### config.mk
export PLATFORM = sky130hd
export DESIGN_NAME = c_subset_lexer_top
export DESIGN_NICKNAME = d
export VERILOG_FILES = /design/src/design/csl_pkg.sv /design/src/design/c_subset_lexer_top.sv
export SDC_FILE = /design/constraint.sdc
export NUM_CORES = 1
export LEC_CHECK = 0
export BUFFER_PORTS_ARGS = -buffer_cell sky130_fd_sc_hd__buf_2
export CELL_PAD_IN_SITES_DETAIL_PLACEMENT = 0
export CELL_PAD_IN_SITES_GLOBAL_PLACEMENT = 1
export CORE_MARGIN = 1
export CORE_UTILIZATION = 40
export CTS_CLUSTER_DIAMETER = 40
export DETAILED_ROUTE_END_ITERATION = 7
export GPL_ROUTABILITY_DRIVEN = 0
export PLACE_DENSITY_LB_ADDON = 0.1
export SETUP_SLACK_MARGIN = 0.02
export SLEW_MARGIN = 0
export SYNTH_ARGS = -nofsm -noshare
export SYNTH_HDL_FRONTEND = slang
export SYNTH_SLANG_ARGS = --single-unit
### constraint.sdc
create_clock -name aclk -period 16.2 [get_ports aclk]
set_input_delay 1.62 -clock aclk [delete_from_list [all_inputs] [get_ports aclk]]
set_output_delay 1.62 -clock aclk [all_outputs]
set_load 0.02 [all_outputs]
### src/design/csl_pkg.sv
// Package for the C subset lexer: token kind codes, character codes, scan modes,
// result entry type and the keyword table with its lookup functions.
// Depends on nothing; used by c_subset_lexer_top.
package csl_pkg;

    localparam int POSITION_BITS_DEF = 20;
    localparam int FIELD_BITS        = 20;
    localparam int KIND_BITS         = 6;
    localparam int PREFIX_BYTES      = 8;
    localparam int KEYWORD_COUNT     = 11;

    // Token kinds
    localparam logic [KIND_BITS-1:0] KIND_END      = 6'd0;
    localparam logic [KIND_BITS-1:0] KIND_ASSIGN   = 6'd1;
    localparam logic [KIND_BITS-1:0] KIND_LBRACE   = 6'd2;
    localparam logic [KIND_BITS-1:0] KIND_RBRACE   = 6'd3;
    localparam logic [KIND_BITS-1:0] KIND_LBRACKET = 6'd4;
    localparam logic [KIND_BITS-1:0] KIND_RBRACKET = 6'd5;
    localparam logic [KIND_BITS-1:0] KIND_EQ       = 6'd6;
    localparam logic [KIND_BITS-1:0] KIND_GE       = 6'd7;
    localparam logic [KIND_BITS-1:0] KIND_GT       = 6'd8;
    localparam logic [KIND_BITS-1:0] KIND_IDENT    = 6'd9;
    localparam logic [KIND_BITS-1:0] KIND_KW_BASE  = 6'd10;
    localparam logic [KIND_BITS-1:0] KIND_LE       = 6'd22;
    localparam logic [KIND_BITS-1:0] KIND_LT       = 6'd23;
    localparam logic [KIND_BITS-1:0] KIND_INT      = 6'd24;
    localparam logic [KIND_BITS-1:0] KIND_MINUS    = 6'd26;
    localparam logic [KIND_BITS-1:0] KIND_NE       = 6'd27;
    localparam logic [KIND_BITS-1:0] KIND_NOT      = 6'd28;
    localparam logic [KIND_BITS-1:0] KIND_LPAREN   = 6'd29;
    localparam logic [KIND_BITS-1:0] KIND_RPAREN   = 6'd30;
    localparam logic [KIND_BITS-1:0] KIND_PERCENT  = 6'd31;
    localparam logic [KIND_BITS-1:0] KIND_PLUS     = 6'd32;
    localparam logic [KIND_BITS-1:0] KIND_SEMI     = 6'd33;
    localparam logic [KIND_BITS-1:0] KIND_SLASH    = 6'd34;
    localparam logic [KIND_BITS-1:0] KIND_STAR     = 6'd35;
    localparam logic [KIND_BITS-1:0] KIND_ERROR    = 6'd36;

    // Held operator codes
    localparam logic [1:0] OP_BANG = 2'd0;
    localparam logic [1:0] OP_EQ   = 2'd1;
    localparam logic [1:0] OP_LT   = 2'd2;
    localparam logic [1:0] OP_GT   = 2'd3;

    // Character codes that steer the scan
    localparam logic [7:0] CH_BANG  = "!";
    localparam logic [7:0] CH_EQ    = "=";
    localparam logic [7:0] CH_LT    = "<";
    localparam logic [7:0] CH_GT    = ">";
    localparam logic [7:0] CH_SPACE = " ";
    localparam logic [7:0] CH_TAB   = 8'h09;
    localparam logic [7:0] CH_CR    = 8'h0D;

    typedef enum logic [3:0] {
        MODE_IDLE     = 4'b0001,
        MODE_NUMBER   = 4'b0010,
        MODE_WORD     = 4'b0100,
        MODE_OPERATOR = 4'b1000
    } scan_mode_t;

    typedef struct packed {
        logic [KIND_BITS-1:0]  kind;
        logic [FIELD_BITS-1:0] start;
        logic [FIELD_BITS-1:0] length;
        logic                  last;
    } token_t;

    // Keyword text, first byte lowest, and lengths
    localparam logic [63:0] KW_TEXT [KEYWORD_COUNT] = '{
        64'h0000_006b_6165_7262,  // break
        64'h0000_0000_7261_6863,  // char
        64'h6575_6e69_746e_6f63,  // continue
        64'h0000_0000_6573_6c65,  // else
        64'h0000_0000_0072_6f66,  // for
        64'h0000_0000_0000_6669,  // if
        64'h0000_0000_0074_6e69,  // int
        64'h0000_0000_676e_6f6c,  // long
        64'h0000_6e72_7574_6572,  // return
        64'h0000_666f_657a_6973,  // sizeof
        64'h0000_7463_7572_7473   // struct
    };
    localparam logic [3:0] KW_LEN [KEYWORD_COUNT] = '{
        4'd5, 4'd4, 4'd8, 4'd4, 4'd3, 4'd2, 4'd3, 4'd4, 4'd6, 4'd6, 4'd6
    };

    // Word kind from prefix; len_code is the word length, or 15 when above 8
    function automatic logic [KIND_BITS-1:0] word_kind(input logic [63:0] prefix,
                                                       input logic [3:0]  len_code);
        logic [KIND_BITS-1:0] kind;
        kind = KIND_IDENT;
        for (int k = 0; k < KEYWORD_COUNT; k++) begin
            if (len_code == KW_LEN[k] && prefix == KW_TEXT[k]) begin
                kind = KIND_KW_BASE + KIND_BITS'(k);
            end
        end
        return kind;
    endfunction

    // Single-character punctuators; KIND_END where the byte is not one
    function automatic logic [KIND_BITS-1:0] single_kind(input logic [7:0] c);
        logic [KIND_BITS-1:0] kind;
        case (c)
            "(": kind = KIND_LPAREN;
            ")": kind = KIND_RPAREN;
            "{": kind = KIND_LBRACE;
            "}": kind = KIND_RBRACE;
            "[": kind = KIND_LBRACKET;
            "]": kind = KIND_RBRACKET;
            ";": kind = KIND_SEMI;
            "+": kind = KIND_PLUS;
            "-": kind = KIND_MINUS;
            "*": kind = KIND_STAR;
            "/": kind = KIND_SLASH;
            "%": kind = KIND_PERCENT;
            default: kind = KIND_END;
        endcase
        return kind;
    endfunction

    function automatic logic [KIND_BITS-1:0] op_single(input logic [1:0] op);
        logic [KIND_BITS-1:0] kind;
        case (op)
            OP_BANG: kind = KIND_NOT;
            OP_EQ:   kind = KIND_ASSIGN;
            OP_LT:   kind = KIND_LT;
            default: kind = KIND_GT;
        endcase
        return kind;
    endfunction

    function automatic logic [KIND_BITS-1:0] op_double(input logic [1:0] op);
        logic [KIND_BITS-1:0] kind;
        case (op)
            OP_BANG: kind = KIND_NE;
            OP_EQ:   kind = KIND_EQ;
            OP_LT:   kind = KIND_LE;
            default: kind = KIND_GE;
        endcase
        return kind;
    endfunction

endpackage

### src/design/c_subset_lexer_top.sv
// C subset lexer, top level: byte scanner with its state registers and a
// four-entry result queue. Depends on csl_pkg.
//
// Takes C source one byte per transfer on the s_ channel (s_tlast on the final byte)
// and gives tokens on the m_ channel as kind, start offset and length, one token
// per transfer, m_tlast on the last token that a byte causes. A byte is scanned in
// the cycle it is accepted and its tokens (none to three) land in the result queue
// at the same edge, so bytes that cause at most one token flow at one byte per
// cycle while m_tready is high. The input stalls while more than one token is
// queued, so the queue depth and single output port make a byte causing two or
// three tokens stall later bytes until the queue drains. Identifiers are matched
// against eleven keywords on their whole text ("void" stays an identifier),
// the operators != == <= >= are joined with one byte of lookahead, digit runs
// become integer literals and whitespace is skipped. An unknown byte gives an
// error token and later bytes are dropped until the final byte. The final byte
// flushes any held token, then gives an end token whose start is the source
// length, and the next byte begins a new source at offset 0. Offsets count
// modulo 2^POSITION_BITS.
module c_subset_lexer_top #(
    parameter int POSITION_BITS = csl_pkg::POSITION_BITS_DEF
) (
    input  logic        aclk,
    input  logic        aresetn,
    input  logic        s_tvalid,
    output logic        s_tready,
    input  logic [7:0]  s_tdata,   // [7:0] char_byte
    input  logic        s_tlast,   // end_of_source
    output logic        m_tvalid,
    input  logic        m_tready,
    output logic [47:0] m_tdata,   // [5:0] token_kind, [25:6] token_start,
                                   // [45:26] token_length, [47:46] zero
    output logic        m_tlast    // last_of_run
);

    localparam int FB = csl_pkg::FIELD_BITS;
    localparam int PB = POSITION_BITS;

    // Scanner state
    csl_pkg::scan_mode_t mode_reg, mode_next;
    logic [1:0]          pend_reg, pend_next;
    logic [PB-1:0]       pos_reg, pos_next;
    logic [PB-1:0]       begin_reg, begin_next;
    logic [63:0]         prefix_reg, prefix_next;
    logic                skip_reg, skip_next;

    // Result queue
    csl_pkg::token_t q_reg [4];
    logic [1:0]      wr_ptr_reg, rd_ptr_reg;
    logic [2:0]      count_reg;

    csl_pkg::token_t res [3];
    logic [1:0]      nres;
    logic            used;
    logic            is_digit, is_alpha, is_space;
    logic [csl_pkg::KIND_BITS-1:0] sk;
    logic [PB-1:0]   word_count, end_pos;
    logic            s_acc, m_acc;

    // Token for a held run that ends just before end_pos
    function automatic csl_pkg::token_t flush_entry(input csl_pkg::scan_mode_t mode,
                                                    input logic [PB-1:0]       tb,
                                                    input logic [63:0]         prefix,
                                                    input logic [1:0]          pend,
                                                    input logic [PB-1:0]       ep);
        csl_pkg::token_t t;
        logic [PB-1:0]   len;
        logic [3:0]      len_code;
        len      = ep - tb;
        len_code = (len <= PB'(csl_pkg::PREFIX_BYTES)) ? 4'(len) : 4'hF;
        t.start  = FB'(tb);
        t.length = FB'(len);
        t.last   = 1'b0;
        case (mode)
            csl_pkg::MODE_NUMBER: t.kind = csl_pkg::KIND_INT;
            csl_pkg::MODE_WORD:   t.kind = csl_pkg::word_kind(prefix, len_code);
            default: begin
                t.kind   = csl_pkg::op_single(pend);
                t.length = FB'(1);
            end
        endcase
        return t;
    endfunction

    assign s_acc    = s_tvalid && s_tready;
    assign m_acc    = m_tvalid && m_tready;
    // Room for a worst-case byte of three tokens
    assign s_tready = (count_reg <= 3'd1);
    assign m_tvalid = (count_reg != 3'd0);

    assign is_digit = s_tdata inside {["0":"9"]};
    assign is_alpha = s_tdata inside {["a":"z"], ["A":"Z"]};
    assign is_space = s_tdata inside {csl_pkg::CH_SPACE, [csl_pkg::CH_TAB:csl_pkg::CH_CR]};
    assign sk       = csl_pkg::single_kind(s_tdata);

    // Scan one byte: next state and the tokens it causes
    always_comb begin
        for (int i = 0; i < 3; i++) begin
            res[i] = '0;
        end
        nres        = 2'd0;
        used        = 1'b0;
        mode_next   = mode_reg;
        pend_next   = pend_reg;
        pos_next    = pos_reg;
        begin_next  = begin_reg;
        prefix_next = prefix_reg;
        skip_next   = skip_reg;
        word_count  = pos_reg - begin_reg;
        end_pos     = pos_reg + PB'(1);

        if (!skip_reg) begin
            if (mode_reg == csl_pkg::MODE_OPERATOR && s_tdata == csl_pkg::CH_EQ) begin
                // join with the held operator
                res[nres] = '{kind: csl_pkg::op_double(pend_reg), start: FB'(begin_reg),
                              length: FB'(2), last: 1'b0};
                nres      = nres + 2'd1;
                mode_next = csl_pkg::MODE_IDLE;
                used      = 1'b1;
            end else if (mode_reg == csl_pkg::MODE_NUMBER && is_digit) begin
                used = 1'b1;
            end else if (mode_reg == csl_pkg::MODE_WORD && (is_alpha || is_digit)) begin
                if (word_count < PB'(csl_pkg::PREFIX_BYTES)) begin
                    prefix_next = prefix_reg | (64'(s_tdata) << {word_count[2:0], 3'b000});
                end
                used = 1'b1;
            end else begin
                if (mode_reg != csl_pkg::MODE_IDLE) begin
                    res[nres] = flush_entry(mode_reg, begin_reg, prefix_reg, pend_reg, pos_reg);
                    nres      = nres + 2'd1;
                end
                mode_next = csl_pkg::MODE_IDLE;
            end

            if (!used) begin
                if (sk != csl_pkg::KIND_END) begin
                    res[nres] = '{kind: sk, start: FB'(pos_reg), length: FB'(1), last: 1'b0};
                    nres      = nres + 2'd1;
                end else if (s_tdata == csl_pkg::CH_BANG || s_tdata == csl_pkg::CH_EQ ||
                             s_tdata == csl_pkg::CH_LT || s_tdata == csl_pkg::CH_GT) begin
                    mode_next  = csl_pkg::MODE_OPERATOR;
                    begin_next = pos_reg;
                    case (s_tdata)
                        csl_pkg::CH_BANG: pend_next = csl_pkg::OP_BANG;
                        csl_pkg::CH_EQ:   pend_next = csl_pkg::OP_EQ;
                        csl_pkg::CH_LT:   pend_next = csl_pkg::OP_LT;
                        default:          pend_next = csl_pkg::OP_GT;
                    endcase
                end else if (is_digit) begin
                    mode_next  = csl_pkg::MODE_NUMBER;
                    begin_next = pos_reg;
                end else if (is_alpha) begin
                    mode_next   = csl_pkg::MODE_WORD;
                    begin_next  = pos_reg;
                    prefix_next = 64'(s_tdata);
                end else if (!is_space) begin
                    // unknown byte: report and drop until the final byte
                    res[nres] = '{kind: csl_pkg::KIND_ERROR, start: FB'(pos_reg),
                                  length: FB'(1), last: 1'b0};
                    nres      = nres + 2'd1;
                    skip_next = 1'b1;
                end
            end
        end

        if (s_tlast) begin
            // flush what this byte left held, then close the source
            if (!skip_next && mode_next != csl_pkg::MODE_IDLE) begin
                res[nres] = flush_entry(mode_next, begin_next, prefix_next, pend_next, end_pos);
                nres      = nres + 2'd1;
            end
            res[nres] = '{kind: csl_pkg::KIND_END, start: FB'(end_pos), length: '0, last: 1'b0};
            nres      = nres + 2'd1;
            mode_next   = csl_pkg::MODE_IDLE;
            pend_next   = csl_pkg::OP_BANG;
            pos_next    = '0;
            begin_next  = '0;
            prefix_next = '0;
            skip_next   = 1'b0;
        end else begin
            pos_next = end_pos;
        end

        if (nres != 2'd0) begin
            res[nres - 2'd1].last = 1'b1;
        end
    end

    // Advance scanner state on each accepted byte
    always_ff @(posedge aclk) begin
        if (!aresetn) begin
            mode_reg   <= csl_pkg::MODE_IDLE;
            pend_reg   <= csl_pkg::OP_BANG;
            pos_reg    <= '0;
            begin_reg  <= '0;
            prefix_reg <= '0;
            skip_reg   <= 1'b0;
        end else if (s_acc) begin
            mode_reg   <= mode_next;
            pend_reg   <= pend_next;
            pos_reg    <= pos_next;
            begin_reg  <= begin_next;
            prefix_reg <= prefix_next;
            skip_reg   <= skip_next;
        end
    end

    // Queue control: push the byte's tokens, pop one per output transfer
    always_ff @(posedge aclk) begin
        if (!aresetn) begin
            wr_ptr_reg <= '0;
            rd_ptr_reg <= '0;
            count_reg  <= '0;
        end else begin
            if (s_acc) begin
                wr_ptr_reg <= wr_ptr_reg + nres;
            end
            if (m_acc) begin
                rd_ptr_reg <= rd_ptr_reg + 2'd1;
            end
            count_reg <= count_reg + (s_acc ? 3'(nres) : 3'd0) - (m_acc ? 3'd1 : 3'd0);
        end
    end

    // Queue payload: hold entries until read
    always_ff @(posedge aclk) begin
        for (int i = 0; i < 3; i++) begin
            if (s_acc && 2'(i) < nres) begin
                q_reg[wr_ptr_reg + 2'(i)] <= res[i];
            end
        end
    end

    assign m_tdata = {2'b00, q_reg[rd_ptr_reg].length, q_reg[rd_ptr_reg].start,
                      q_reg[rd_ptr_reg].kind};
    assign m_tlast = q_reg[rd_ptr_reg].last;

`ifndef SYNTHESIS
    // queue never overfills
    a_count_bound: assert property (@(posedge aclk) disable iff (!aresetn)
        count_reg <= 3'd4)
        else $error("result queue overflow");

    // the final byte returns the scanner to the start of a new source
    a_source_close: assert property (@(posedge aclk) disable iff (!aresetn)
        s_acc && s_tlast |=> mode_reg == csl_pkg::MODE_IDLE && pos_reg == '0 && !skip_reg)
        else $error("scanner not reset after final byte");

    // while dropping bytes nothing is held
    a_skip_idle: assert property (@(posedge aclk) disable iff (!aresetn)
        skip_reg |-> mode_reg == csl_pkg::MODE_IDLE)
        else $error("token held while skipping");

    // the last token of a byte has tlast; a byte with no token pushes nothing
    a_push_last: assert property (@(posedge aclk) disable iff (!aresetn)
        s_acc && nres != 2'd0 |-> res[nres - 2'd1].last)
        else $error("last token of byte lacks tlast");
`endif

endmodule
# Word level (Yosys, flattened, before mapping)
# Memory sizes are Yosys's and may differ from the RTL's. A register that Yosys moved wholly into a read port is not among the register bits.
# Index checks and enable logic that the tools add are counted.
[classes] n_addsub=13 magnitude_cmp=23 eq_ne=62 shifts=1 n_mux=137 n_bitwise=5 reduce_logical=53
[op_table] operator="$mux W141" count=11
[op_table] operator="$bwmux W141" count=5
[op_table] operator="$mux W64" count=11
[op_table] operator="$eq A64 B31 Y1 const B" count=6
[op_table] operator="$eq A64 B47 Y1 const B" count=6
[op_table] operator="$demux W47 S2" count=4
[op_table] operator="$mux W47" count=8
[op_table] operator="$eq A64 B23 Y1 const B" count=4
[op_table] operator="$mux W20" count=12
[op_table] operator="$mux W6" count=22
[op_table] operator="$eq A64 B15 Y1 const B" count=2
[op_table] operator="$eq A64 B39 Y1 const B" count=2
[op_table] operator="$eq A64 B63 Y1 const B" count=2
[op_table] operator="$eq A8 B6 Y1 const B" count=13
[op_table] operator="$pmux W6 S12" count=1
[op_table] operator="$or A64 B64 Y64" count=1
[op_table] operator="$shl A8 B6 Y64" count=1
[op_table] operator="$mux W4" count=12
[op_table] operator="$pmux W5 S3" count=3
[op_table] operator="$mux W2" count=21
[op_table] operator="$le A20 B4 Y1 const B" count=2
[op_table] operator="$sub A20 B20 Y20" count=2
[op_table] operator="$logic_and A1 B1 Y1" count=39
[op_table] operator="$eq A4 B3 Y1 const B" count=8
[op_table] operator="other kinds (36)" count=96
[word_totals] regBits=118 mem_bits_rw=188 output_inout_bits=51 memories=1
[memory_table] memory="q_reg" depth=4 width=47 rd=1 rd_clocked_by_memory_dff=1 wr=3 line_no="c_subset_lexer_top.sv:47" rtl="csl_pkg::token_t q_reg [4];"

# Depth between registers and ports, before layout
[logic_depth] depth_word=37 ltp_mapped=30 depth_no_buf=25

# Worst setup path after synthesis
# Ideal clock, no wire load.
[synth_timing] path_kind="in2reg" startpoint="input s_tdata[5]" endpoint="memory q_reg[2][0] (netlist name), enable pin" arrival_time_ns=8.545 setup_slack_ns=7.135 cell_stages=19 path_cell_list="buf_2 -> nor3b_1 -> nand3_1 -> o32ai_1 -> o21ai_0 -> or2_2 -> clkbuf_1 -> ha_1 -> mux2i_1 -> o21ai_0 -> nand2b_1 -> ha_1 -> a21oi_1 -> ha_1 -> mux2_2 -> clkbuf_1 -> nor2_1 -> nor2_1 -> nor3b_1"
[synth_rtl] element="start: declaration" line_no="c_subset_lexer_top.sv:26" rtl="input logic [7:0] s_tdata,"
[synth_rtl] element="end: declaration" line_no="c_subset_lexer_top.sv:47"

==> flow_summary.yaml <==
outcome:
  status: "finished, final reports clean"
place:
  dp_hpwl_um: 66740
  place_inst: 3233
  io_buffers: 61
  dpl_cell_area_um2: 23570
cts:
  cts_setup_buffers: 0
  cts_hold_buf: 0
  cts_tree: "built"
  path_clk_slew_ns: 0.06
  htree_levels: 2
  numCtsBuffers: 59
  ctsRootBufferMaster: "clkbuf_16"
  cts_resized: 0
  max-clock-path-buffers: 3
  cts.sinks: 308
  clkLatencyLatePin_ns: 0.66
min_path:
  whs_endpoint: "prefix_reg[63]"
  hp-start: "prefix_reg[63]"
  min_path_type: "flip-flop to flip-flop"
  holdPathStages: 1
final_layout:
  nNetsFinal: 2618
  fin_util_pct: 46.17
  final_cell_area_um2: 25690
  drive_gt1_share_pct: 13.59
  layout.cells.non_filler: 3347
  largest_reg_flops: 188
  syn2layout_area_growth_pct: 13.13
setup_path:
  worstReg2RegEnd: "q_reg[0][44]"
  rr_worst_depth: 24
  critPathArrivalTime_ns: 9.38
  worst-setup-path-type: "input port to flip-flop"
  path_max_fanout: 33
  required_ns: 16.60
  setup.worst_path.start: "s_tdata[5]"
  r2r_slack_ns: 8.43
  endpoint_kind: "flip-flop"
  startpoint_type: "input port"
  reg2reg_from: "mode_reg[2]"
synthesis:
  yosys-top-cells-count: "nand2_1, nor2_1, edfxtp_1"
  ys.flop_type: "edfxtp_1"
  syn_area_um2: 22710
  syn_area_per_cell_um2: 8.807
  synth_edf_count: 188
  yosysWarnings: 0
  synth.area.mux_share_pct: 6.789
  synth_top_cell_area_share_pct: 24.86
  synth.most_common_cell: "nand2_1"
  synth-compound-area-share_pct: 23.66
  seq_area_frac_synth_pct: 35.44
  synth-simple-area-share_pct: 23.46
  syn_inst: 2578
  ys_seq_elements: 308
  synth_xor_area_share_pct: 2.430
  synth_area_leaders: "edfxtp_1, dfxtp_1, mux4_2, nand2_1, nor2_1"
  synth.largest_area_cell: "edfxtp_1"
  synth_top_family_by_area: "compound AO/OA/AOI/OAI gates"
  synthArstFlopShare_pct: 0
  synthAdderAreaFrac_pct: 3.527
  synth_cell_types: 114
timing:
  whs_ns: 0.4844
  setup_tns_ns: 0
  max_freq_ghz: 0.1114
  timing.final.crit_share_pct: 55.43
  finalHoldViolations: 0
  slew_violations: 0
  fin_crit_ns: 8.979
  skew_ns: 0.06231
  rsz0062_at_grt: "false"
  setup_viol: 0
  slew-limit-headroom_pct: 14.31
  tightestPinTransition_ns: 1.285
flow_run:
  cap_viol_max_count: 0
grt:
  antenna_found_initial: 2
  grt_usage_pct: 32.02
  grt_start_max_net_pins: 67
  grt_pass1_vias: 21042
  grt_first_pass_wirelength_um: 138300
  grt_overflow: 0
die:
  dieArea_um2: 57720
  initial_core_util_pct: 40.81
  fp-row-count: 86
  die_w_um: 240.3
  io_pins: 64
  core_area_um2: 55630
  die_h_um: 240.3
power_and_ir_drop:
  p_leak_uw: 0.008622
  peakVddDrop_mv: 0.1371
  p_per_area_nw_per_um2: 125.6
route:
  drc: 0
  drt_iter0_markers: 2840
  vias: 22357
  totalWireLength_um: 93970
  wl_per_cell_um: 28.07
  antenna_left: 0
  drt-pass1-iter-count: 6
  vias_per_cell: 6.680
metal layers:
metal / track usage, % / routed length, um
met1: 43.71 / 39870
met2: 49.10 / 41170
met3: 6.005 / 8610
met4: 14.19 / 4312
met5: 0 / 0
final cells by class:
type	instances	area [um2]
Sequential cell	308	8055
Timing Repair Buffer	114	703.2
Clock inverter	46	600.6
Antenna cell	2	5.005
Multi-Input combinational cell	2014	13690
Fill cell	5401	29950
Inverter	49	183.9
Clock buffer	66	1513
Tap cell	748	935.9
cell usage in the layout (no fill, tap or decap), types with 10 or more instances in the layout:
cell       synthesis  routed
nand2_1          271     271
nor2_1           239     230
edfxtp_1         188     188
o21ai_0          140     140
a21oi_1          119     119
dfxtp_1          120     118
o22ai_1           88      88
a221o_1           86      86
nand3_1           71      71
nor2b_1           69      69
a22oi_1           62      62
nor3_1            64      61
buf_2             22      61
clkbuf_16          0      59
and2_1            58      58
ha_1              56      56
buf_4              2      53
inv_1             47      47
mux4_2            47      47
mux2i_1           46      46
a31oi_1           44      43
and3_1            37      37
nor4_1            35      35
xor2_1            34      34
nand4_1           34      34
nand2b_1          31      31
xnor2_1           29      28
or3_1             24      24
a221oi_1          23      23
o221ai_1          22      22
a21boi_0          18      18
o21a_1            14      14
a21o_1            13      13
a211oi_1          13      13
inv_6              0      13
nand4b_1          12      12
o31ai_1           12      12
or2_2             11      11
and4_1            10      10
logic make-up (layout without fill, tap and decap cells):
| family | Yosys count | count (layout) |
|---|---|---|
| adders and majority gates | 63 | 63 |
| and+or+nand+nor | 1038 | 1038 |
| AOI/OAI and AO/OA | 753 | 753 |
| muxes | 95 | 95 |
| other | 1 | 4 |
| xor gates and xnor gates | 63 | 63 |
| buffers and inverters | 257 | 275 |
| DFF | 308 | 308 |
where the power goes:
part           internal, uW  switching, uW
clock network           820            480
logic                   311            636
registers               943           36.4
how the worst max path moves through the flow:
stage	end	cells past startpoint
floorplan	q_reg[2][0]	19
global placement	q_reg[0][44]	26
detailed placement	q_reg[2][44]	26
CTS	q_reg[0][44]	26
global route	q_reg[2][44]	26
finish	q_reg[0][44]	26
through the flow:
| stage | total power, uW | setup slack [ns] |
|---|---|---|
| after global routing | 3339 | 6.850 |
| after detailed placement | 1932 | 6.760 |
| after floorplan | 1617 | 7.135 |
| after CTS | 3235 | 7.388 |
| after global placement | 1921 | 6.963 |
| final | 3226 | 7.221 |
critical path: stages:
cell and delay, ns:
buf_2 0.38, or3b_1 0.51, nor3_2 0.54, nor4_4 0.07, buf_4 0.31, a31oi_4 0.84
nor2_1 0.10, a21oi_1 0.29, inv_1 0.11, ha_1 0.23, fa_1 0.46, nor2b_1 0.18
o2111a_1 0.32, o311ai_0 0.22, a41oi_1 0.38, mux2i_1 0.15, nor4_1 0.28, nand3_1 0.20
and4bb_1 0.43, nor4b_2 0.39, nand4_1 0.14, nor2_1 0.32, a41oi_4 0.25, nand3_4 0.19
nand2_2 0.08, a221o_1 0.33
(Power assumes the default switching activity.)
